`src/bmp24_pkg.sv`:
```
// Shared types, constants and helpers for the 24-bit BMP stream decoder.
package bmp24_pkg;

    // Geometry bounds
    localparam int MAX_WIDTH  = 4096;
    localparam int MAX_HEIGHT = 4096;

    // Counter and field widths that follow from the bounds
    localparam int COL_W      = (MAX_WIDTH > 1) ? $clog2(MAX_WIDTH) : 1;
    localparam int ROW_W      = (MAX_HEIGHT > 1) ? $clog2(MAX_HEIGHT) : 1;
    localparam int WID_W      = $clog2(MAX_WIDTH + 1);
    localparam int HGT_W      = $clog2(MAX_HEIGHT + 1);
    localparam int STRIDE_MAX = ((MAX_WIDTH * 3 + 3) / 4) * 4;
    localparam int OFS_W      = $clog2(STRIDE_MAX + 1);
    localparam int PROD_W     = OFS_W + HGT_W;
    localparam int NEED_W     = ((PROD_W > 31) ? PROD_W : 31) + 1;
    localparam int IDX_SUM_W  = ROW_W + WID_W + 1;

    // Fixed field widths
    localparam int POS_W = 31;
    localparam int LEN_W = 31;
    localparam int IDX_W = 24;

    // Error codes
    localparam logic [2:0] ERR_NONE  = 3'd0;
    localparam logic [2:0] ERR_SMALL = 3'd1;
    localparam logic [2:0] ERR_SIG   = 3'd2;
    localparam logic [2:0] ERR_DEPTH = 3'd3;
    localparam logic [2:0] ERR_TRUNC = 3'd4;
    localparam logic [2:0] ERR_SIZE  = 3'd5;

    // Header constants
    localparam logic [7:0]       SIG_B    = 8'h42;
    localparam logic [7:0]       SIG_M    = 8'h4D;
    localparam logic [15:0]      BPP_24   = 16'd24;
    localparam logic [31:0]      HDR_MIN  = 32'd54;
    localparam logic [POS_W-1:0] POS_SIG2 = 31'd1;
    localparam logic [POS_W-1:0] POS_OFFSET = 31'd10;
    localparam logic [POS_W-1:0] POS_WIDTH  = 31'd18;
    localparam logic [POS_W-1:0] POS_HEIGHT = 31'd22;
    localparam logic [POS_W-1:0] POS_BPP_LO = 31'd28;
    localparam logic [POS_W-1:0] POS_BPP_HI = 31'd29;
    localparam logic [POS_W-1:0] POS_DATA   = 31'd30;
    localparam logic [POS_W-1:0] POS_MAX    = 31'h7FFF_FFFF;

    // Input request
    typedef struct packed {
        logic             file_start;
        logic [7:0]       data_byte;
        logic [LEN_W-1:0] file_size;
    } in_t;

    // Result
    typedef struct packed {
        logic             is_error;
        logic [2:0]       error_code;
        logic [7:0]       red;
        logic [7:0]       green;
        logic [7:0]       blue;
        logic [IDX_W-1:0] pixel_index;
        logic             last_pixel;
    } out_t;

    // Geometry and header check status derived from the captured fields
    typedef struct packed {
        logic             offset_ok;
        logic             width_ok;
        logic             height_ok;
        logic             fits;
        logic             top_first;
        logic [WID_W-1:0] w;
        logic [COL_W-1:0] w_m1;
        logic [ROW_W-1:0] h_m1;
        logic [OFS_W-1:0] row_bytes;
        logic [OFS_W-1:0] stride;
    } geom_t;

    // Replace one little-endian byte of a 32-bit word
    function automatic logic [31:0] put_byte(input logic [31:0] word,
                                             input logic [1:0]  sel,
                                             input logic [7:0]  b);
        logic [31:0] r;
        r = word;
        unique case (sel)
            2'd0: r[7:0]   = b;
            2'd1: r[15:8]  = b;
            2'd2: r[23:16] = b;
            2'd3: r[31:24] = b;
            default: r = word;
        endcase
        return r;
    endfunction

endpackage

```
`src/bmp24_geom.sv`:
```
// Registered image geometry and header bound checks from the captured fields.
module bmp24_geom (
    input  logic                         aclk,
    input  logic [31:0]                  pixel_data_start,
    input  logic [31:0]                  image_width,
    input  logic [31:0]                  image_height_word,
    input  logic [bmp24_pkg::LEN_W-1:0]  total_length,
    output bmp24_pkg::geom_t             geom
);
    import bmp24_pkg::*;

    logic [31:0]      h_mag;
    logic [31:0]      h_mag_m1;
    logic [31:0]      w_m1_full;
    logic [WID_W+1:0] rb_wide;
    logic [WID_W+1:0] st_wide;
    logic [PROD_W-1:0] prod;

    logic             offset_ok_reg;
    logic             width_ok_reg;
    logic             height_ok_reg;
    logic             top_first_reg;
    logic [WID_W-1:0] w_reg;
    logic [COL_W-1:0] w_m1_reg;
    logic [HGT_W-1:0] h_reg;
    logic [ROW_W-1:0] h_m1_reg;
    logic [OFS_W-1:0] row_bytes_reg;
    logic [OFS_W-1:0] stride_reg;
    logic [NEED_W-1:0] need_reg;

    // Height magnitude; the most negative value gives 2^31
    assign h_mag     = image_height_word[31] ? (32'd0 - image_height_word) : image_height_word;
    assign h_mag_m1  = h_mag - 32'd1;
    assign w_m1_full = image_width - 32'd1;

    // Row length is width*3, stride rounds it up to a multiple of four
    assign rb_wide = {2'b00, image_width[WID_W-1:0]} + {1'b0, image_width[WID_W-1:0], 1'b0};
    assign st_wide = rb_wide + (WID_W + 2)'(3);

    // First stage: bounds and per-row figures
    always_ff @(posedge aclk) begin
        offset_ok_reg <= !pixel_data_start[31] && (pixel_data_start >= HDR_MIN);
        width_ok_reg  <= !image_width[31] && (image_width != 32'd0) &&
                         (image_width <= 32'(MAX_WIDTH));
        height_ok_reg <= (h_mag != 32'd0) && (h_mag <= 32'(MAX_HEIGHT));
        top_first_reg <= image_height_word[31];
        w_reg         <= image_width[WID_W-1:0];
        w_m1_reg      <= w_m1_full[COL_W-1:0];
        h_reg         <= h_mag[HGT_W-1:0];
        h_m1_reg      <= h_mag_m1[ROW_W-1:0];
        row_bytes_reg <= OFS_W'(rb_wide);
        stride_reg    <= OFS_W'({st_wide[WID_W+1:2], 2'b00});
    end

    // Second stage: bytes the file needs for the whole image
    assign prod = PROD_W'(stride_reg) * PROD_W'(h_reg);

    always_ff @(posedge aclk) begin
        need_reg <= NEED_W'(pixel_data_start[30:0]) + NEED_W'(prod);
    end

    always_comb begin
        geom.offset_ok = offset_ok_reg;
        geom.width_ok  = width_ok_reg;
        geom.height_ok = height_ok_reg;
        geom.fits      = (need_reg <= NEED_W'(total_length));
        geom.top_first = top_first_reg;
        geom.w         = w_reg;
        geom.w_m1      = w_m1_reg;
        geom.h_m1      = h_m1_reg;
        geom.row_bytes = row_bytes_reg;
        geom.stride    = stride_reg;
    end

endmodule

```
`src/bmp24_parse.sv`:
```
// Byte parser: header capture, checks, row walk and pixel assembly.
module bmp24_parse (
    input  logic                         aclk,
    input  logic                         aresetn,
    input  logic                         req_acc,
    input  bmp24_pkg::in_t               req,
    input  bmp24_pkg::geom_t             geom,
    output logic [31:0]                  pixel_data_start,
    output logic [31:0]                  image_width,
    output logic [31:0]                  image_height_word,
    output logic [bmp24_pkg::LEN_W-1:0]  total_length,
    output logic                         res_valid,
    output bmp24_pkg::out_t              res
);
    import bmp24_pkg::*;

    logic [POS_W-1:0] pos_reg,       pos_next;
    logic [31:0]      pds_reg,       pds_next;
    logic [31:0]      width_reg,     width_next;
    logic [31:0]      height_reg,    height_next;
    logic [7:0]       depth_lo_reg,  depth_lo_next;
    logic [LEN_W-1:0] total_reg,     total_next;
    logic             halted_reg,    halted_next;
    logic [ROW_W-1:0] src_row_reg,   src_row_next;
    logic [OFS_W-1:0] ofs_reg,       ofs_next;
    logic [1:0]       phase_reg,     phase_next;
    logic [COL_W-1:0] col_reg,       col_next;
    logic [7:0]       blue_hold_reg, blue_hold_next;
    logic [7:0]       green_hold_reg, green_hold_next;

    logic [POS_W-1:0]     cur_pos;
    logic                 cur_halt;
    logic [POS_W-1:0]     pos_sub;
    logic [15:0]          depth;
    logic                 in_row;
    logic                 last;
    logic [OFS_W:0]       ofs_inc;
    logic                 wrap;
    logic [ROW_W-1:0]     dst_row;
    logic [IDX_SUM_W-1:0] idx_sum;

    assign pixel_data_start  = pds_reg;
    assign image_width       = width_reg;
    assign image_height_word = height_reg;
    assign total_length      = total_reg;

    // A file start restarts the parser on this byte
    assign cur_pos  = req.file_start ? '0 : pos_reg;
    assign cur_halt = req.file_start ? 1'b0 : halted_reg;
    assign depth    = {req.data_byte, depth_lo_reg};

    // Pixel walk helpers
    assign in_row  = ofs_reg < geom.row_bytes;
    assign ofs_inc = {1'b0, ofs_reg} + (OFS_W + 1)'(1);
    assign wrap    = ofs_inc >= {1'b0, geom.stride};
    assign last    = (src_row_reg == geom.h_m1) && (col_reg == geom.w_m1);
    assign dst_row = geom.top_first ? src_row_reg : (geom.h_m1 - src_row_reg);
    assign idx_sum = IDX_SUM_W'(dst_row) * IDX_SUM_W'(geom.w) + IDX_SUM_W'(col_reg);

    // Next state and result
    always_comb begin
        pos_next        = pos_reg;
        pds_next        = pds_reg;
        width_next      = width_reg;
        height_next     = height_reg;
        depth_lo_next   = depth_lo_reg;
        total_next      = total_reg;
        halted_next     = halted_reg;
        src_row_next    = src_row_reg;
        ofs_next        = ofs_reg;
        phase_next      = phase_reg;
        col_next        = col_reg;
        blue_hold_next  = blue_hold_reg;
        green_hold_next = green_hold_reg;
        res_valid       = 1'b0;
        res             = '0;
        pos_sub         = '0;

        if (req_acc) begin
            if (req.file_start) begin
                pos_next      = '0;
                pds_next      = '0;
                width_next    = '0;
                height_next   = '0;
                depth_lo_next = '0;
                total_next    = '0;
                halted_next   = 1'b0;
                src_row_next  = '0;
                ofs_next      = '0;
                phase_next    = '0;
                col_next      = '0;
            end

            if (!cur_halt) begin
                if (cur_pos != POS_MAX) begin
                    pos_next = cur_pos + POS_W'(1);
                end else begin
                    pos_next = cur_pos;
                end

                priority if (cur_pos == '0) begin
                    total_next = req.file_size;
                    if (32'(req.file_size) < HDR_MIN) begin
                        res_valid = 1'b1;
                        res.is_error = 1'b1;
                        res.error_code = ERR_SMALL;
                    end else if (req.data_byte != SIG_B) begin
                        res_valid = 1'b1;
                        res.is_error = 1'b1;
                        res.error_code = ERR_SIG;
                    end
                end else if (cur_pos == POS_SIG2) begin
                    if (req.data_byte != SIG_M) begin
                        res_valid = 1'b1;
                        res.is_error = 1'b1;
                        res.error_code = ERR_SIG;
                    end
                end else if (cur_pos >= POS_OFFSET && cur_pos <= POS_OFFSET + POS_W'(3)) begin
                    pos_sub  = cur_pos - POS_OFFSET;
                    pds_next = put_byte(pds_reg, pos_sub[1:0], req.data_byte);
                end else if (cur_pos >= POS_WIDTH && cur_pos <= POS_WIDTH + POS_W'(3)) begin
                    pos_sub    = cur_pos - POS_WIDTH;
                    width_next = put_byte(width_reg, pos_sub[1:0], req.data_byte);
                end else if (cur_pos >= POS_HEIGHT && cur_pos <= POS_HEIGHT + POS_W'(3)) begin
                    pos_sub     = cur_pos - POS_HEIGHT;
                    height_next = put_byte(height_reg, pos_sub[1:0], req.data_byte);
                end else if (cur_pos == POS_BPP_LO) begin
                    depth_lo_next = req.data_byte;
                end else if (cur_pos == POS_BPP_HI) begin
                    // Header checks, in order of precedence
                    priority if (depth != BPP_24) begin
                        res_valid = 1'b1;
                        res.is_error = 1'b1;
                        res.error_code = ERR_DEPTH;
                    end else if (!geom.offset_ok || !geom.width_ok || !geom.height_ok) begin
                        res_valid = 1'b1;
                        res.is_error = 1'b1;
                        res.error_code = ERR_SIZE;
                    end else if (!geom.fits) begin
                        res_valid = 1'b1;
                        res.is_error = 1'b1;
                        res.error_code = ERR_TRUNC;
                    end else begin
                        // header accepted, pixel data follows
                        res_valid = 1'b0;
                    end
                end else if (cur_pos >= POS_DATA && {1'b0, cur_pos} >= pds_reg) begin
                    // Pixel data: BGR triples, then padding to the stride
                    if (in_row) begin
                        unique case (phase_reg)
                            2'd0: begin
                                blue_hold_next = req.data_byte;
                                phase_next     = 2'd1;
                            end
                            2'd1: begin
                                green_hold_next = req.data_byte;
                                phase_next      = 2'd2;
                            end
                            default: begin
                                res_valid       = 1'b1;
                                res.red         = req.data_byte;
                                res.green       = green_hold_reg;
                                res.blue        = blue_hold_reg;
                                res.pixel_index = IDX_W'(idx_sum);
                                res.last_pixel  = last;
                                phase_next      = 2'd0;
                                col_next        = col_reg + COL_W'(1);
                            end
                        endcase
                    end
                    if (wrap) begin
                        ofs_next     = '0;
                        src_row_next = src_row_reg + ROW_W'(1);
                        phase_next   = '0;
                        col_next     = '0;
                    end else begin
                        ofs_next = ofs_inc[OFS_W-1:0];
                    end
                    if (res_valid && last) begin
                        halted_next = 1'b1;
                    end
                end else begin
                    // unused header bytes and the gap before the pixel data
                    res_valid = 1'b0;
                end

                if (res_valid && res.is_error) begin
                    halted_next = 1'b1;
                end
            end
        end
    end

    // Control state
    always_ff @(posedge aclk) begin
        if (!aresetn) begin
            pos_reg      <= '0;
            pds_reg      <= '0;
            width_reg    <= '0;
            height_reg   <= '0;
            depth_lo_reg <= '0;
            total_reg    <= '0;
            halted_reg   <= 1'b0;
            src_row_reg  <= '0;
            ofs_reg      <= '0;
            phase_reg    <= '0;
            col_reg      <= '0;
        end else begin
            pos_reg      <= pos_next;
            pds_reg      <= pds_next;
            width_reg    <= width_next;
            height_reg   <= height_next;
            depth_lo_reg <= depth_lo_next;
            total_reg    <= total_next;
            halted_reg   <= halted_next;
            src_row_reg  <= src_row_next;
            ofs_reg      <= ofs_next;
            phase_reg    <= phase_next;
            col_reg      <= col_next;
        end
    end

    // Held color bytes
    always_ff @(posedge aclk) begin
        blue_hold_reg  <= blue_hold_next;
        green_hold_reg <= green_hold_next;
    end

endmodule

```
`src/bmp24_out_reg.sv`:
```
// Result register between the parser and the result channel.
module bmp24_out_reg (
    input  logic             aclk,
    input  logic             aresetn,
    input  logic             in_valid,
    input  bmp24_pkg::out_t  in_data,
    output logic             in_ready,
    output logic             m_valid,
    input  logic             m_ready,
    output bmp24_pkg::out_t  m_data
);
    import bmp24_pkg::*;

    logic valid_reg, valid_next;
    out_t data_reg;

    // Load whenever the held result leaves or nothing is held
    assign in_ready   = !valid_reg || m_ready;
    assign valid_next = in_ready ? in_valid : valid_reg;

    always_ff @(posedge aclk) begin
        if (!aresetn) begin
            valid_reg <= 1'b0;
        end else begin
            valid_reg <= valid_next;
        end
    end

    always_ff @(posedge aclk) begin
        if (in_ready && in_valid) begin
            data_reg <= in_data;
        end
    end

    assign m_valid = valid_reg;
    assign m_data  = data_reg;

endmodule

```
`src/bmp24_to_rgb_stream_decoder.sv`:
```
// Top level of the 24-bit BMP to RGB pixel stream decoder.
//
// Input channel (s_): one file byte per request, with the file's total length
// and a flag on its first byte; the flag restarts the parser on that byte.
// Result channel (m_): at most one result per input byte, either an RGB pixel
// with its top-down destination index and a last flag, or one error status.
// After an error or the last pixel, bytes are dropped until the next start.
// Results are registered: a result appears on m_ in the cycle after the byte that causes it.
// Throughput: one byte per cycle while s_ready is high; the parser state and
// the result register both update on each accepted byte, and the header
// geometry settles after the height bytes, well before the bit-depth check.
// Stall: s_ready falls only while a result is held and m_ready is low;
// the held result stays unchanged until taken.
// Reset (aresetn low, synchronous): parser back to byte 0, result channel
// empty; the first byte afterwards counts as the start of a file.
module bmp24_to_rgb_stream_decoder (
    input  logic             aclk,
    input  logic             aresetn,
    input  logic             s_valid,
    output logic             s_ready,
    input  bmp24_pkg::in_t   s_data,
    output logic             m_valid,
    input  logic             m_ready,
    output bmp24_pkg::out_t  m_data
);
    import bmp24_pkg::*;

    logic                 req_acc;
    logic                 res_valid;
    out_t                 res;
    geom_t                geom;
    logic [31:0]          pixel_data_start;
    logic [31:0]          image_width;
    logic [31:0]          image_height_word;
    logic [LEN_W-1:0]     total_length;

    assign req_acc = s_valid && s_ready;

    bmp24_geom u_geom (
        .aclk              (aclk),
        .pixel_data_start  (pixel_data_start),
        .image_width       (image_width),
        .image_height_word (image_height_word),
        .total_length      (total_length),
        .geom              (geom)
    );

    bmp24_parse u_parse (
        .aclk              (aclk),
        .aresetn           (aresetn),
        .req_acc           (req_acc),
        .req               (s_data),
        .geom              (geom),
        .pixel_data_start  (pixel_data_start),
        .image_width       (image_width),
        .image_height_word (image_height_word),
        .total_length      (total_length),
        .res_valid         (res_valid),
        .res               (res)
    );

    bmp24_out_reg u_out (
        .aclk     (aclk),
        .aresetn  (aresetn),
        .in_valid (res_valid),
        .in_data  (res),
        .in_ready (s_ready),
        .m_valid  (m_valid),
        .m_ready  (m_ready),
        .m_data   (m_data)
    );

    // Error results carry a real code and blank pixel fields
    a_err_fields: assert property (@(posedge aclk) disable iff (!aresetn)
        (m_valid && m_data.is_error) |->
            (m_data.error_code != ERR_NONE) && (m_data.error_code <= ERR_SIZE) &&
            (m_data.pixel_index == '0) && !m_data.last_pixel &&
            (m_data.red == 8'd0) && (m_data.green == 8'd0) && (m_data.blue == 8'd0))
        else $error("error result with bad fields");

    // Pixel results carry no error code
    a_pix_code: assert property (@(posedge aclk) disable iff (!aresetn)
        (m_valid && !m_data.is_error) |-> (m_data.error_code == ERR_NONE))
        else $error("pixel result with error code");

    // No result appears without an accepted byte
    a_no_spurious: assert property (@(posedge aclk) disable iff (!aresetn)
        (!(s_valid && s_ready) && !(m_valid && !m_ready)) |=> !m_valid)
        else $error("result without request");

endmodule

```
`config.mk`:
```
export PLATFORM = sky130hd
export DESIGN_NAME = bmp24_to_rgb_stream_decoder
export DESIGN_NICKNAME = d
export VERILOG_FILES = /design/src/bmp24_pkg.sv /design/src/bmp24_geom.sv /design/src/bmp24_parse.sv /design/src/bmp24_out_reg.sv /design/src/bmp24_to_rgb_stream_decoder.sv
export SDC_FILE = /design/constraint.sdc
export NUM_CORES = 2
export LEC_CHECK = 0
export BUFFER_PORTS_ARGS = -buffer_cell sky130_fd_sc_hd__buf_2
export CORE_AREA = 4 4 216 302
export DETAILED_ROUTE_END_ITERATION = 10
export DIE_AREA = 0 0 220 306
export GPL_TIMING_DRIVEN = 0
export PLACE_DENSITY = 0.66
export SETUP_SLACK_MARGIN = 0.5
export SLEW_MARGIN = 30
export SYNTH_ARGS = -nofsm -noshare
export SYNTH_HDL_FRONTEND = slang
export SYNTH_SLANG_ARGS = --single-unit
```
`constraint.sdc`:
```
create_clock -name aclk -period 11 [get_ports aclk]
set_input_delay 1.1 -clock aclk [delete_from_list [all_inputs] [get_ports aclk]]
set_output_delay 1.1 -clock aclk [all_outputs]
set_load 0.03 [all_outputs]
```
-- Yosys cells after proc, flatten, opt, wreduce, memory -nomap -nowiden
Cells that the tools add are included.
Widths: inputs -> output; s select.
- bits in registers: 389
- input port bits: 44
- output and inout port bits: 55
- logic and storage cells: 316
- add/sub/neg operators: 15
- $mul: 2
- $lt $le $gt $ge: 15
- eq/ne operators: 31
- mux-type cells: 155
- bitwise logic cells: 11
- reductions and logical operators: 46
- operators with widths (kind ; count):
    $mux 32 ; 19
    $mux 12 ; 25
    $mux 53 ; 4
    $mux 49 ; 4
    $mux 31 ; 6
    $mux 8 ; 20
    $mux 14 ; 11
    $ge 31x5->1 const B ; 3
    $le 32x13->1 const B ; 2
    $reduce_bool 32->1 ; 2
    $eq 31x5->1 const B ; 2
    $le 31x5->1 const B ; 2
    $mux 4 ; 11
    $mux 1 ; 42
    $add 31x27->32 ; 1
    $ge 31x32->1 ; 1
    $ge 32x6->1 const B ; 1
    $le 32x31->1 ; 1
    $sub 1x32->32 const A ; 1
    $add 31x1->31 const B ; 1
    $eq 31x1->1 const B ; 1
    $ge 31x4->1 const B ; 1
    $le 31x4->1 const B ; 1
    $logic_not 31->1 ; 1
    33 further kinds ; 112

-- Logic depth before layout (Yosys ltp)
- depth after elaboration: 27
- gate-level depth with buffers: 34
- gate-level depth less buffers: 33

-- By module
Synthesis repeated with hierarchy kept, for this count alone.
- cells, all modules: 3631
- area, all modules: 31584.0 sq um
- modules (own cells, without submodules) (module ; instances ; cells an instance ; area an instance (sq um) ; sequential area each (sq um)):
    bmp24_parse ; 1 ; 2231 ; 18292.5 ; 4624.4
    bmp24_geom ; 1 ; 1341 ; 11636.2 ; 2222.1
    bmp24_out_reg ; 1 ; 58 ; 1649.1 ; 1611.5
    bmp24_to_rgb_stream_decoder ; 1 ; 1 ; 6.3 ; 0.0

-- Least setup slack after synthesis
Ideal clock, no wire load.
- kind: register -> register
- start: reg u_parse.src_row_reg[1]
- end: reg u_out.data_reg, in the netlist u_out.m_data[24], data pin
- setup time: 0.261 ns
- arrival time: 7.205 ns
- required time: 10.739 ns
- path slack: 3.534 ns
- stages on the path, launching flop included: 31
- buffers on the path: 1
- period minus slack after synthesis: 7.466 ns
- cells stage by stage: dfxtp_1 > inv_1 > ha_1 > nor2b_1 > o31ai_1 > a211oi_1 > or3_1 > a211oi_1 > nor2_1 > xnor2_1 > clkbuf_1 > and2_1 > fa_1 > inv_1 > fa_1 > inv_1 > fa_1 > fa_1 > inv_1 > fa_1 > inv_1 > ha_1 > a21o_1 > a211oi_1 > o21ai_0 > o2111a_1 > a311o_1 > a21o_1 > a21oi_1 > or3_1 > a21oi_1
- word-level cells in the longest chain between the ends: 4
- ends and longest elaborated chain (what ; line ; source):
    start, declared ; bmp24_parse.sv:24 ; logic [ROW_W-1:0] src_row_reg, src_row_next;
    start signal, assigned ; bmp24_parse.sv:216 ; src_row_reg <= src_row_next;
    $sub 12x12->12 ; bmp24_parse.sv:57 ; assign dst_row = geom.top_first ? src_row_reg : (geom.h_m1 - src_row_reg);
    $mux 12 * ; bmp24_parse.sv:57 ;
    $mul 12x13->24 * ; bmp24_parse.sv:58 ; assign idx_sum = IDX_SUM_W'(dst_row) * IDX_SUM_W'(geom.w) + IDX_SUM_W'(col_reg);
    $add 24x12->24 * ; bmp24_parse.sv:58 ;
    end signal, assigned ; bmp24_out_reg.sv:31 ; data_reg <= in_data;
    end, declared ; bmp24_out_reg.sv:15 ; out_t data_reg;
Mark *: on every way between the ends. The rest lies on a longest branch, timed or not.
A chain may end at the register's enable or synchronous reset.

-- Final worst setup path
Same ends and word-level chain as after synthesis.

==> out/qor.txt <==
Status - finished clean
Antenna fix cells - 0
Syn. warnings - 0
Setup_tns - 0 ps
Fin Clk Skew - 40.10 ps
FFs w/ async S/R, synth - 0
Slew Limit Fails - 0
Clock latency at the later pin of the worst-skew pair - 610 ps
Worst reg2reg path endpoint - u_out.m_data[24]
Largest cells by area after synthesis - dfxtp_1 21%, fa_1 15%, ha_1 12%
# port buffers - 98
Post-synthesis register bit count - 388
Syn Area/Cell - 8.665 sq um
Area Overhead vs Synth - 9.884%
Reg-to-reg slack, setup - 2370 ps
Max Root-Sink Buffers - 3
Worst setup SP type - register
Post-synth net total - 4127
Crit path max fanout - 10
Fin crit share - 0.7846
GPL Wtd Cong - 0.9581
Vias in the first global route - 26.39k
DR pass1 iterations - 5
RR Startpoint - u_parse.src_row_reg[1]
Largest net degree at the start of global routing - 47
Fraction of final layout cells sized beyond drive strength 1 - 0.06305
Core area - 0.06274 sq mm
Post-synthesis cell area - 0.03087 sq mm
CTS tree - done
DRT antenna net count - 0
CP Capture Type - register
# placed instances - 4496
Synth Instances - 3563
Non-filler cells, final - 4575
Final setup fails - 0
Die Span Y - 306 um
Top-area cell type share of the netlist area - 0.2068
Fin Hold WS - 441.9 ps
Tot GR Track Use - 0.2713
Pre-CTS WS - 2415 ps
EDFF count, synth - 69
Hold path cells - 0
Max reg flops - 53
Routed WL - 91.15 mm
FP Rows - 109
Hold Fails Final Rpt - 0
Antenna violations before repair - 0
DR DRC count - 0
H-tree depth - 2
Clock transition at path regs - 70 ps
WL per Instance - 19.92 um
Post-synthesis cell type count - 91
Slew headroom - 0.2880
Reg2Reg Depth - 30
Pleak - 15.28 nW
Die area - 0.06732 sq mm
Root buffer cell - clkbuf_16
Top reg by flops - u_out.m_data
Total power draw - 3.188 mW
Min-Delay Startpoint - u_parse.pixel_data_start[1]
CTS buffer count - 43
Yosys top cell by area - dfxtp_1
Post-DR vias/cell - 5.632
Via count - 25.77k
Worst slew pin tran - 1068 ps
Worst hold endpoint - u_geom.need_reg[1]
Post-CTS sizing - 0
Layout Utilization - 0.5408
RSZ-0062 raised after global routing - false
Most common cell in the netlist - inv_1
Initial DRC count - 1736
Maximum capacitance violations - 0
Maximum vdd ir drop - 0.1166 mV
Crit Path Class - reg2reg
Main synth FF type - dfxtp_1
Final HPWL DP - 73.06 mm
Cts hold-fix bufs - 0
Fmax - 0.1159 GHz
Worst EP required - 11340 ps
Most frequent cells after synthesis - 483 x inv_1, 399 x nand2_1, 319 x dfxtp_1, 290 x nor2_1, 287 x ha_1
Critical path's slowest cell - fa_1
Max incr delay on CP - 560 ps
First-pass GRT wire length - 144.3 mm
Hold Path Class - reg2reg
Grt ovf - 0
Fillers - 5991
Initial Utilization - 0.4921
Die Span X - 220 um
Tmin final - 8630 ps
Register area share after synthesis - 0.2740
Post-route cell area - 0.03393 sq mm
Post-CTS Setup Repair Bufs - 0
# nets final - 4273
Ports - 99
Cell Pwr Density - 93.96 mW/mm^2
Fin worst setup slack - 2370 ps
Area post-placement - 0.03247 sq mm
CP Data Arrival Time - 8970 ps
Sink Count - 388
## power breakdown
group | leakage (nW) | switching, mW | internal [mW] | total (mW)
Combinational | 11.4 | 0.169 | 0.0572 | 0.226
Clock | 0.683 | 0.673 | 0.807 | 1.48
Sequential | 3.24 | 0.0115 | 1.47 | 1.48
Total | 15.3 | 0.854 | 2.33 | 3.19
## critical path, delay by kind of cell, from the launching register on
| kind | cells | cell delay, ps |
|---|---|---|
| buffers and inverters | 6 | 610 |
| adder cells (fa/ha/maj) | 7 | 3320 |
| flip-flops | 1 | 380 |
| XOR/XNOR | 1 | 180 |
| AO/OA/AOI/OAI | 11 | 2820 |
| AND/OR/NAND/NOR | 5 | 1060 |
## worst max-delay path by stage
stage	start	to	slack (ps)	cells past startpoint
CTS	u_parse.src_row_reg[1]	u_out.m_data[24]	2400	30
finish	u_parse.src_row_reg[1]	u_out.m_data[24]	2370	30
floorplan	u_parse.src_row_reg[1]	u_out.m_data[24]	3530	30
global placement	u_parse.src_row_reg[1]	u_out.m_data[24]	2220	27
detailed placement	u_parse.src_row_reg[1]	u_out.m_data[24]	2410	30
global route	u_parse.src_row_reg[1]	u_out.m_data[24]	1930	30
## layout make-up
type	instances	area (sq um)	area share
Timing Repair Buffer	101	528.0	0.01556
Buffer	152	595.6	0.01755
Clock inverter	32	319.1	0.009404
Tap cell	832	1041	0.03068
Clock buffer	47	1121	0.03304
Inverter	483	1815	0.05351
Sequential cell	388	8458	0.2493
Multi-Input combinational cell	2540	20050	0.5909
## cell usage in the layout, fill, tap and decap left out, types with 44 or more instances in the layout
| master | n |
|---|---|
| a22oi_1 | 67 |
| nor2_1 | 290 |
| ha_1 | 287 |
| and2_1 | 143 |
| nand3_1 | 67 |
| buf_2 | 108 |
| inv_1 | 482 |
| edfxtp_1 | 69 |
| nand2_1 | 399 |
| fa_1 | 233 |
| nand4_1 | 44 |
| xnor2_1 | 108 |
| a21oi_1 | 109 |
| dfxtp_1 | 319 |
| nor3_1 | 50 |
| o21ai_0 | 100 |
| a21o_1 | 45 |
| nor2b_1 | 45 |
| xor2_1 | 72 |
| clkbuf_1 | 138 |
## routing by layer
layer | global-route usage | share of wire | routed length (um)
met3 | 0.03182 | 0.042 | 3873
met1 | 0.3032 | 0.37 | 34150
met5 | 0 | 0 | 0
met2 | 0.4945 | 0.52 | 46990
met4 | 0.1531 | 0.067 | 6136
## cell families after synthesis
logic type,Yosys count,share of synthesized area
flops,388,0.2740
buf+inv,635,0.07801
simple gates,1225,0.1919
compound gates,607,0.1349
fa+ha+maj,520,0.2674
mux,8,0.002756
xor+xnor,180,0.05106
No activity file was read; power rests on OpenSTA's default activity.
